--- src/rtl/core/stha_pkg.sv ---
// Shared commands, status codes and scan control types for the slot table allocator.
`timescale 1ns / 1ps

package stha_pkg;

    localparam logic [1:0] CMD_APPEND = 2'd0;
    localparam logic [1:0] CMD_REMOVE = 2'd1;
    localparam logic [1:0] CMD_READ   = 2'd2;

    localparam logic [1:0] STS_OK   = 2'd0;
    localparam logic [1:0] STS_FULL = 2'd1;
    localparam logic [1:0] STS_MISS = 2'd2;

    // what a scanned entry must hold to stop the scan
    localparam logic [1:0] SCAN_ZERO    = 2'd0;
    localparam logic [1:0] SCAN_KEY     = 2'd1;
    localparam logic [1:0] SCAN_NONZERO = 2'd2;
    localparam logic [1:0] SCAN_ANY     = 2'd3;

    typedef struct packed {
        logic       down;
        logic [1:0] mode;
    } t_scan_ctl;

    typedef struct packed {
        logic done;
        logic found;
    } t_scan_rsp;

endpackage

--- src/rtl/core/slot_table_handle_allocator_top.sv ---
// Slot table handle allocator: command sequencer, mark and free pointer, result register.
`timescale 1ns / 1ps
// Read fetches its slot with a one-slot scan; append rescans for the free pointer when it
// filled a hole below the mark; remove runs a forward match scan, then a backward trim scan,
// one slot per cycle each through the single slot memory read port.
// One item at a time; the next item is taken while the previous result waits at the output.
// After reset the slot memory is swept to zero, with no item accepted during the sweep.

module slot_table_handle_allocator_top
    import stha_pkg::*;
#(
    parameter int CAPACITY = 64
) (
    input  logic        i_clk,
    input  logic        i_rst_n,
    input  logic        i_in_valid,
    output logic        o_in_ready,
    input  logic [1:0]  i_command,
    input  logic [31:0] i_handle,
    input  logic [5:0]  i_slot_index,
    output logic        o_out_valid,
    input  logic        i_out_ready,
    output logic [5:0]  o_placed_index,
    output logic [6:0]  o_high_water,
    output logic [31:0] o_read_handle,
    output logic [1:0]  o_status
);

    localparam int AW = $clog2(CAPACITY);
    localparam int PW = $clog2(CAPACITY + 1);

    localparam logic [2:0] S_IDLE   = 3'd0;
    localparam logic [2:0] S_DISP   = 3'd1;
    localparam logic [2:0] S_ASCAN  = 3'd2;
    localparam logic [2:0] S_RSCAN  = 3'd3;
    localparam logic [2:0] S_RTRIM  = 3'd4;
    localparam logic [2:0] S_RDWAIT = 3'd5;
    localparam logic [2:0] S_DONE   = 3'd6;

    logic [2:0]    r_state, n_state;
    logic [PW-1:0] r_mark, n_mark;
    logic [PW-1:0] r_free, n_free;
    logic [1:0]    r_cmd;
    logic [31:0]   r_handle;
    logic [5:0]    r_idx;
    logic [AW-1:0] r_placed, n_placed;
    logic [31:0]   r_rd, n_rd;
    logic [1:0]    r_status, n_status;
    logic [AW-1:0] r_hit, n_hit;

    logic          r_o_valid;
    logic [5:0]    r_o_placed;
    logic [6:0]    r_o_hw;
    logic [31:0]   r_o_rd;
    logic [1:0]    r_o_status;

    logic          tbl_ready;
    logic          wr_en;
    logic [AW-1:0] wr_addr;
    logic [31:0]   wr_data;
    logic          scan_start;
    t_scan_ctl     scan_ctl;
    logic [AW-1:0] scan_base;
    logic [PW-1:0] scan_len;
    t_scan_rsp     scan_rsp;
    logic [AW-1:0] scan_index;
    logic [31:0]   scan_data;

    logic          in_acc;
    logic          out_load;
    logic [PW-1:0] fp;
    logic [PW-1:0] trim_mark;
    logic [PW-1:0] hit_ptr;
    logic [PW-1:0] rep_free;
    logic [31:0]   placed_ext;
    logic [31:0]   mark_ext;

    stha_table #(
        .CAPACITY (CAPACITY)
    ) u_table (
        .i_clk        (i_clk),
        .i_rst_n      (i_rst_n),
        .o_ready      (tbl_ready),
        .i_wr_en      (wr_en),
        .i_wr_addr    (wr_addr),
        .i_wr_data    (wr_data),
        .i_scan_start (scan_start),
        .i_scan_ctl   (scan_ctl),
        .i_scan_base  (scan_base),
        .i_scan_len   (scan_len),
        .i_scan_key   (r_handle),
        .o_scan_rsp   (scan_rsp),
        .o_scan_index (scan_index),
        .o_scan_data  (scan_data)
    );

    assign o_in_ready = (r_state == S_IDLE) && tbl_ready;
    assign in_acc     = i_in_valid && o_in_ready;
    assign out_load   = (r_state == S_DONE) && (!r_o_valid || i_out_ready);

    assign fp        = (r_free < r_mark) ? r_free : r_mark;
    assign trim_mark = scan_rsp.found ? PW'(scan_index) + 1'b1 : '0;
    assign hit_ptr   = PW'(r_hit);

    // free pointer repair after remove: min with the cleared slot, clamp to the new mark
    always_comb begin
        rep_free = (hit_ptr < r_free) ? hit_ptr : r_free;
        if (rep_free > trim_mark) begin
            rep_free = trim_mark;
        end
    end

    always_comb begin
        n_state    = r_state;
        n_mark     = r_mark;
        n_free     = r_free;
        n_placed   = r_placed;
        n_rd       = r_rd;
        n_status   = r_status;
        n_hit      = r_hit;
        wr_en      = 1'b0;
        wr_addr    = AW'(fp);
        wr_data    = r_handle;
        scan_start = 1'b0;
        scan_ctl   = '{down: 1'b0, mode: SCAN_ANY};
        scan_base  = '0;
        scan_len   = '0;
        case (r_state)
            S_IDLE: begin
                if (in_acc) begin
                    n_placed = '0;
                    n_rd     = 32'd0;
                    n_status = STS_OK;
                    n_state  = S_DISP;
                end
            end
            S_DISP: begin
                n_state = S_DONE;
                case (r_cmd)
                    CMD_APPEND: begin
                        if (r_handle == 32'd0) begin
                            n_state = S_DONE;
                        end else if (fp >= PW'(CAPACITY)) begin
                            n_status = STS_FULL;
                        end else begin
                            wr_en    = 1'b1;
                            n_placed = AW'(fp);
                            if (fp == r_mark) begin
                                n_mark = fp + 1'b1;
                                n_free = fp + 1'b1;
                            end else begin
                                scan_start = 1'b1;
                                scan_ctl   = '{down: 1'b0, mode: SCAN_ZERO};
                                scan_base  = AW'(fp + 1'b1);
                                scan_len   = r_mark - fp - 1'b1;
                                n_state    = S_ASCAN;
                            end
                        end
                    end
                    CMD_REMOVE: begin
                        if (r_handle == 32'd0 || r_mark == '0) begin
                            n_status = STS_MISS;
                        end else begin
                            scan_start = 1'b1;
                            scan_ctl   = '{down: 1'b0, mode: SCAN_KEY};
                            scan_base  = '0;
                            scan_len   = r_mark;
                            n_state    = S_RSCAN;
                        end
                    end
                    CMD_READ: begin
                        if (32'(r_idx) < 32'(CAPACITY)) begin
                            scan_start = 1'b1;
                            scan_ctl   = '{down: 1'b0, mode: SCAN_ANY};
                            scan_base  = AW'(r_idx);
                            scan_len   = PW'(1);
                            n_state    = S_RDWAIT;
                        end
                    end
                    default: begin
                        n_state = S_DONE;
                    end
                endcase
            end
            S_ASCAN: begin
                if (scan_rsp.done) begin
                    n_free  = scan_rsp.found ? PW'(scan_index) : r_mark;
                    n_state = S_DONE;
                end
            end
            S_RSCAN: begin
                if (scan_rsp.done) begin
                    if (!scan_rsp.found) begin
                        n_status = STS_MISS;
                        n_state  = S_DONE;
                    end else begin
                        // clear the slot; the trim scan reads start after this write lands
                        wr_en      = 1'b1;
                        wr_addr    = scan_index;
                        wr_data    = 32'd0;
                        n_hit      = scan_index;
                        scan_start = 1'b1;
                        scan_ctl   = '{down: 1'b1, mode: SCAN_NONZERO};
                        scan_base  = AW'(r_mark - 1'b1);
                        scan_len   = r_mark;
                        n_state    = S_RTRIM;
                    end
                end
            end
            S_RTRIM: begin
                if (scan_rsp.done) begin
                    n_mark  = trim_mark;
                    n_free  = rep_free;
                    n_state = S_DONE;
                end
            end
            S_RDWAIT: begin
                if (scan_rsp.done) begin
                    n_rd    = scan_data;
                    n_state = S_DONE;
                end
            end
            S_DONE: begin
                if (out_load) begin
                    n_state = S_IDLE;
                end
            end
            default: begin
                n_state = S_IDLE;
            end
        endcase
    end

    always_ff @(posedge i_clk) begin
        if (!i_rst_n) begin
            r_state <= S_IDLE;
            r_mark  <= '0;
            r_free  <= '0;
        end else begin
            r_state <= n_state;
            r_mark  <= n_mark;
            r_free  <= n_free;
        end
    end

    always_ff @(posedge i_clk) begin
        if (in_acc) begin
            r_cmd    <= i_command;
            r_handle <= i_handle;
            r_idx    <= i_slot_index;
        end
        r_placed <= n_placed;
        r_rd     <= n_rd;
        r_status <= n_status;
        r_hit    <= n_hit;
    end

    assign placed_ext = 32'(r_placed);
    assign mark_ext   = 32'(r_mark);

    always_ff @(posedge i_clk) begin
        if (!i_rst_n) begin
            r_o_valid <= 1'b0;
        end else if (out_load) begin
            r_o_valid <= 1'b1;
        end else if (i_out_ready) begin
            r_o_valid <= 1'b0;
        end
    end

    always_ff @(posedge i_clk) begin
        if (out_load) begin
            r_o_placed <= placed_ext[5:0];
            r_o_hw     <= mark_ext[6:0];
            r_o_rd     <= r_rd;
            r_o_status <= r_status;
        end
    end

    assign o_out_valid    = r_o_valid;
    assign o_placed_index = r_o_placed;
    assign o_high_water   = r_o_hw;
    assign o_read_handle  = r_o_rd;
    assign o_status       = r_o_status;

endmodule

--- src/rtl/core/stha_table.sv ---
// Slot memory with post-reset clearing pass and a one-entry-per-cycle scan engine.
`timescale 1ns / 1ps

module stha_table
    import stha_pkg::*;
#(
    parameter int CAPACITY = 64
) (
    input  logic                             i_clk,
    input  logic                             i_rst_n,
    output logic                             o_ready,
    input  logic                             i_wr_en,
    input  logic [$clog2(CAPACITY)-1:0]      i_wr_addr,
    input  logic [31:0]                      i_wr_data,
    input  logic                             i_scan_start,
    input  t_scan_ctl                        i_scan_ctl,
    input  logic [$clog2(CAPACITY)-1:0]      i_scan_base,
    input  logic [$clog2(CAPACITY+1)-1:0]    i_scan_len,
    input  logic [31:0]                      i_scan_key,
    output t_scan_rsp                        o_scan_rsp,
    output logic [$clog2(CAPACITY)-1:0]      o_scan_index,
    output logic [31:0]                      o_scan_data
);

    localparam int AW = $clog2(CAPACITY);
    localparam int PW = $clog2(CAPACITY + 1);

    logic [31:0]   mem [CAPACITY];
    logic [31:0]   r_rdata;

    logic          r_clr;
    logic [AW-1:0] r_clr_addr;

    logic          r_busy;
    logic [AW-1:0] r_addr;
    logic [PW-1:0] r_left;
    logic          r_pend;
    logic [AW-1:0] r_pend_addr;
    t_scan_ctl     r_ctl;
    logic [31:0]   r_key;

    logic          match;
    logic          hit;
    logic          done;
    logic          issue;
    logic          we;
    logic [AW-1:0] wa;
    logic [31:0]   wd;

    always_comb begin
        case (r_ctl.mode)
            SCAN_ZERO:    match = (r_rdata == 32'd0);
            SCAN_KEY:     match = (r_rdata == r_key);
            SCAN_NONZERO: match = (r_rdata != 32'd0);
            default:      match = 1'b1;
        endcase
    end

    assign hit   = r_busy && r_pend && match;
    assign done  = r_busy && (hit || (r_left == '0));
    assign issue = r_busy && !done && (r_left != '0);

    assign we = r_clr || i_wr_en;
    assign wa = r_clr ? r_clr_addr : i_wr_addr;
    assign wd = r_clr ? 32'd0 : i_wr_data;

    // read data is registered, from the address issued in the cycle before
    always_ff @(posedge i_clk) begin
        if (we) begin
            mem[wa] <= wd;
        end
        r_rdata <= mem[r_addr];
    end

    always_ff @(posedge i_clk) begin
        if (!i_rst_n) begin
            r_clr      <= 1'b1;
            r_clr_addr <= '0;
        end else if (r_clr) begin
            r_clr_addr <= r_clr_addr + 1'b1;
            if (r_clr_addr == AW'(CAPACITY - 1)) begin
                r_clr <= 1'b0;
            end
        end
    end

    always_ff @(posedge i_clk) begin
        if (!i_rst_n) begin
            r_busy <= 1'b0;
            r_pend <= 1'b0;
        end else if (i_scan_start) begin
            r_busy <= 1'b1;
            r_pend <= 1'b0;
        end else if (r_busy) begin
            if (done) begin
                r_busy <= 1'b0;
            end
            r_pend <= issue;
        end
    end

    always_ff @(posedge i_clk) begin
        if (i_scan_start) begin
            r_addr <= i_scan_base;
            r_left <= i_scan_len;
            r_ctl  <= i_scan_ctl;
            r_key  <= i_scan_key;
        end else if (issue) begin
            r_addr      <= r_ctl.down ? r_addr - 1'b1 : r_addr + 1'b1;
            r_left      <= r_left - 1'b1;
            r_pend_addr <= r_addr;
        end
    end

    assign o_ready          = !r_clr;
    assign o_scan_rsp.done  = done;
    assign o_scan_rsp.found = hit;
    assign o_scan_index     = r_pend_addr;
    assign o_scan_data      = r_rdata;

endmodule

--- config.mk ---
export PLATFORM = sky130hd
export DESIGN_NAME = slot_table_handle_allocator_top
export DESIGN_NICKNAME = d
export VERILOG_FILES = /design/src/rtl/core/stha_pkg.sv /design/src/rtl/core/slot_table_handle_allocator_top.sv /design/src/rtl/core/stha_table.sv
export SDC_FILE = /design/constraint.sdc
export NUM_CORES = 2
export LEC_CHECK = 0
export ABC_AREA = 0
export CORE_UTILIZATION = 56
export CTS_CLUSTER_DIAMETER = 200
export CTS_CLUSTER_SIZE = 30
export DETAILED_ROUTE_END_ITERATION = 8
export DONT_BUFFER_PORTS = 1
export GPL_ROUTABILITY_DRIVEN = 0
export PLACE_DENSITY = 0.7
export SLEW_MARGIN = 5
export SYNTH_ARGS = -nofsm -noshare
export SYNTH_HDL_FRONTEND = slang
export SYNTH_SLANG_ARGS = --single-unit
--- constraint.sdc ---
create_clock -name i_clk -period 17 [get_ports i_clk]
set_input_delay 0.85 -clock i_clk [delete_from_list [all_inputs] [get_ports i_clk]]
set_output_delay 0.85 -clock i_clk [all_outputs]
set_load 0.01 [all_outputs]
* Yosys cells after proc, flatten, opt, wreduce, memory -nomap -nowiden *
Memories as Yosys holds them, arrays and structs flattened. A register that Yosys moved wholly into a read port is not among the register bits.
Index checks and enable logic that the tools add are counted.

storage, ports and cells
  register bits after elaboration = 214
  bits in writable memories = 2048
  logic and storage cells = 210
  memories = 1

memory list
  memory       words  bits a word  read ports  clocked after Yosys merged registers in  wr ports  line              source
  u_table.mem  64     32           1           1                                        1         stha_table.sv:28  logic [31:0] mem [CAPACITY];

cells by class
  add/subtract/negate cells = 9
  $lt $le $gt $ge = 4
  equal/unequal tests = 29
  mux-type cells = 99
  bitwise operators = 2
  reduce and logical (&&, ||, !) cells = 41

operators by type and width
  cell                                                                 count
  32-bit two-way mux                                                   6
  7-bit two-way mux                                                    20
  6-bit two-way mux                                                    16
  32-bit zero test                                                     2
  32-bit one-hot mux with 2 select lines                               1
  7-bit one-hot mux with 3 select lines                                2
  6-bit one-hot mux with 2 select lines                                3
  32-bit equality test                                                 1
  32-bit nonzero test                                                  1
  3-bit two-way mux                                                    10
  7-bit one-hot mux with 2 select lines                                2
  2-bit two-way mux                                                    11
  1-bit two-way mux                                                    18
  3-bit one-hot mux with 5 select lines                                1
  7-bit zero test                                                      2
  7-bit by 1-bit subtractor with 7-bit output (second input constant)  2
  6-bit by 1-bit adder with 6-bit output (second input constant)       2
  2-bit by 1-bit != test with 1-bit output (second input constant)     6
  2-bit != test (second input constant)                                6
  6-bit by 1-bit subtractor with 6-bit output (second input constant)  2
  2-bit nonzero test                                                   5
  3-bit equality test (second input constant)                          3
  3-bit != test (second input constant)                                3
  3-bit one-hot mux with 3 select lines                                1
  36 further kinds                                                     58

* Logic depth before layout (Yosys ltp) *
  word-level depth = 10
  mapped depth = 18
  gate-level depth less buffers = 16

* Cells and area by module *
A second synthesis with hierarchy kept.

second synthesis, totals
  cell total of the unflattened synthesis = 4346
  area, all modules = 89504.6 µm²

modules (own cells, without submodules)
  module                           instances  cells each  area an instance (µm²)
  stha_table                       1          3721        82118.8
  slot_table_handle_allocator_top  1          625         7385.8

* Worst setup path after synthesis *
Ideal clock, no wire load.

  kind = in2reg
  start = input port i_out_ready
  end = register r_o_hw[0], in the netlist o_high_water[0], enable pin
  setup time = 568 ps
  arrival time = 5371 ps
  setup slack = 11061 ps
  stages = 2
  cell sequence = nor2b_1 nor4_1

on the way
  longest elaborated chain between the ends = 2

ends and longest elaborated chain
  what                  line                                    source
  from (decl)           slot_table_handle_allocator_top.sv:22   input logic i_out_ready,
  1-bit logical OR      slot_table_handle_allocator_top.sv:99   assign out_load = (r_state == S_DONE) && (!r_o_valid || i_out_ready);
  1-bit logical AND     slot_table_handle_allocator_top.sv:99
  named net out_load    slot_table_handle_allocator_top.sv:70   logic out_load;
  to (signal assigned)  slot_table_handle_allocator_top.sv:274  r_o_hw <= mark_ext[6:0];
  to (decl)             slot_table_handle_allocator_top.sv:53   logic [6:0] r_o_hw;

The timed path passes the listed nets, and every way through them passes these cells.
A chain may end at the register's enable or synchronous reset.

* Worst setup path in the final report *
  start = register r_state[0]
  end = memory u_table.mem[10][3], enable pin

on the way
  longest elaborated chain between the ends = 5

ends and longest elaborated chain
  what                                                                                                              line                                    source
  from (decl)                                                                                                       slot_table_handle_allocator_top.sv:40   logic [2:0] r_state, n_state;
  from (signal assigned)                                                                                            slot_table_handle_allocator_top.sv:240  r_state <= n_state;
  3-bit by 2-bit equality test with 1-bit output or 3-bit by 1-bit equality test with 1-bit output (tied branches)  slot_table_handle_allocator_top.sv:128  case (r_state)
  1-bit one-hot mux with 2 select lines                                                                             slot_table_handle_allocator_top.sv:128
  1-bit logical OR                                                                                                  stha_table.sv:63                        assign we = r_clr || i_wr_en;
  1-bit two-way mux                                                                                                 stha_table.sv:69                        if (we) begin
  1-bit two-way mux (implied by the code)                                                                           stha_table.sv:70                        mem[wa] <= wd;
  to (decl)                                                                                                         stha_table.sv:28

Parallel ways exist; a longest one is shown, timed or not.

==> results.cfg <==
[floorplanning]
boundaryPins = 93
chipWidth_um = 400
die_h_um = 400
num_rows = 145
die_area_um2 = 160000
initial_standard_cell_utilization_of_the_core_pct = 56.7
core_box_area_um2 = 157000

[sta]
timing.setup.tns_ps = 0
final_setup_violation_count = 0
fmax_mhz = 153
worst-slew-pin-transition_ps = 1290
slew-limit-headroom_pct = 13.9
slew_viol_final = 0
rsz0062_at_grt = no
final.min_clock_period_ps = 6520
finalHoldViolations = 0
final_min_period_over_clock_period_pct = 38.3
final.setup_skew_ps = 65.1

[run]
max_cap_viol_count = 0

[logic_synthesis]
number_of_synthesized_flops_with_an_enable_pin = 2235
synth_area_um2 = 88900
post_syn_nets = 3967
synth-seq-area-share_pct = 76.8
syn_area_per_cell_um2 = 22.9
netlist_instances = 3886
synth_warn = 0
synthArstFlopShare_pct = 0
synth_seq_cells = 2294
post_synth_num_cell_types = 83
most_used_flip_flop_cell_after_synthesis = edfxtp_1

[clocking]
cts-resized-gates = 0
total_clock_buffers_created_by_cts = 86
cts.clk_slew.worst_paths_ps = 120
cts.htree.levels = 3
hold_buffers = 0
cts.sink_count = 2294
cts_tree = done
cts-root-to-sink-buffers = 3
worstSkewPairLatency_ps = 770
cts.repair_timing.setup_buffer_count = 0
clk_root_buffer_cell = clkbuf_16

[pwr]
cellLeakagePower_nw = 23.8
power.density_cell_area_nw_per_um2 = 93.1
finalPower_w = 0.00880
worst_supply_voltage_drop_on_vdd_uv = 80.2

[final_layout]
number_of_fillers_in_the_final_layout = 10544
final_area_um2 = 94500
seqCellArea_um2 = 68300
syn_to_final_growth_pct = 6.27
final_cell_mix = edfxtp_1 (2,235), mux4_2 (659), clkbuf_16 (88)
postLayoutCoreUtil_pct = 60.2
post_route_cells_drive_above_1_share_pct = 25.4
stdcell_count = 5984
finalNetCount = 3955
multi_input_area_um2 = 20300
leading_cell_type_in_the_layout_fill_and_taps_excluded = edfxtp_1

[setup_path]
criticalPathCategory = register to register
largest_driver_fanout_on_the_critical_path = 34
critPathBufInv = 1
worstPathRequired_ps = 17370
worstSetupStartpointType = register
crit_path_cell_trace = clkinv_1, nor2_2, nand2_1, nor2_1, nand3_1, o311ai_4, nand3_1, nor2_4
crit_top_cell = nand3_1
cpMaxStageDelayCell = nor2_4
crit_family = simple AND/OR/NAND/NOR gates
endpoint_kind = register
critPathArrivalTime_ps = 6880
crit_path_max_incr_delay_ps = 1250

[grt]
global_route_wire_length_before_repair_um = 312000
grt_overflow_total = 0
grt_start_max_net_pins = 146
grt_pass1_vias = 39708
antenna_found_initial = 18
groute.usage.overall_pct = 27.9

[drt]
post-route-drc-count = 0
drt_iter0_drc = 6260
vias_per_cell = 6.89
wl_per_cell_um = 37.2
drt-pass1-iter-count = 5
detail_route.wirelength_um = 222000
postRouteAntennaNets = 0
num_vias = 41249

[run_status]
run_status = finished clean

[place]
dpl_cell_area_um2 = 92000
hpwlAfterDp_um = 133000
portBuffers = 0
dp_cells = 5844

[min_path]
worst_hold_path_type = input pin to register
final cells by class:
cell class / instances / share of cell area, %
multi-input cells: 1365 / 21.4
diodes: 6 / 0.0159
repair buffers: 94 / 0.840
clock inverters: 4 / 0.0689
clock buffers: 130 / 2.50
inverters: 33 / 0.131
well taps: 2058 / 2.73
flip-flops and latches: 2294 / 72.3
state kept, by name (all words and copies together) (netlist names), 2 cells and up:
signal	flops
r_placed	6
u_table.r_key	32
r_rd	32
u_table.o_scan_data	32
u_table.r_clr_addr	6
r_mark	7
r_hit	6
u_table.o_scan_index	6
r_status	2
o_high_water	7
u_table.mem	2048
u_table.r_addr	6
o_read_handle	32
r_cmd	2
o_status	2
u_table.r_left	7
u_table.r_ctl	3
r_state	3
r_free	7
o_placed_index	6
r_handle	32
r_idx	6
routing by layer:
layer | up-vias | track usage, % | wire [µm]
li1 | 16356 | - | -
met3 | 328 | 6.89 | 24700
met2 | 2398 | 41.9 | 103000
met4 | 6 | 10.0 | 9190
met1 | 22161 | 40.4 | 85600
met5 | - | 0 | 42
synth_stat cells (31+ instances only):
cell	instances	area share, %
nand2_1	73	0.31
o21ai_0	43	0.24
edfxtp_1	2235	75
inv_1	31	0.13
xnor2_1	38	0.37
and3_1	68	0.48
mux4_2	659	17
ha_1	35	0.49
buf_2	54	0.30
clkbuf_1	119	0.50
nor2_1	109	0.46
dfxtp_1	59	1.3
worst paths after layout:
| path | startpoint | end | slack [ps] | cells after the start |
|---|---|---|---|---|
| worst min-delay path | i_rst_n | u_table.r_clr$_SDFF_PN1_ | 160 | 1 |
| worst min register to register | r_rd[4]$_SDFFCE_PN0P_ | o_read_handle[4]$_DFFE_PP_ | 430 | 0 |
| worst max register to register | r_state[0]$_SDFFE_PN0P_ | u_table.mem[10][3]$_DFFE_PP_ | 10480 | 8 |
| worst max-delay path | r_state[0]$_SDFFE_PN0P_ | u_table.mem[10][3]$_DFFE_PP_ | 10480 | 8 |
kinds of logic (layout without fill, tap and decap cells):
| group | count (synthesis) | in the layout | synth area share, % |
|---|---|---|---|
| buffers and inverters | 227 | 261 | 1.06 |
| DFF | 2294 | 2294 | 76.8 |
| adders and majority gates | 37 | 37 | 0.538 |
| other | 1 | 7 | 0.00422 |
| AOI/OAI and AO/OA | 167 | 167 | 1.40 |
| xor gates and xnor gates | 66 | 66 | 0.650 |
| muxes | 707 | 707 | 17.3 |
| and+or+nand+nor | 387 | 387 | 2.24 |
stage by stage:
step,worst slack [ps],hold slack [ps]
after global routing,10160,134
after detailed placement,10780,407
after global placement,11090,401
after floorplan,11060,400
final,10480,161
after CTS,10760,119
where the power goes:
part	internal, W	switching (W)	leakage, nW
clock	0.000981	0.00161	1.16
combinational	0.0000168	0.0000485	5.72
sequential	0.00613	0.00000723	16.9
worst register-to-register path, stage by stage (launching register included):
cell	delay [ps]
dfxtp_1	580
clkinv_1	360
nor2_2	1010
nand2_1	510
nor2_1	620
nand3_1	330
o311ai_4	500
nand3_1	960
nor2_4	1260
No activity file was read; power rests on OpenSTA's default activity.
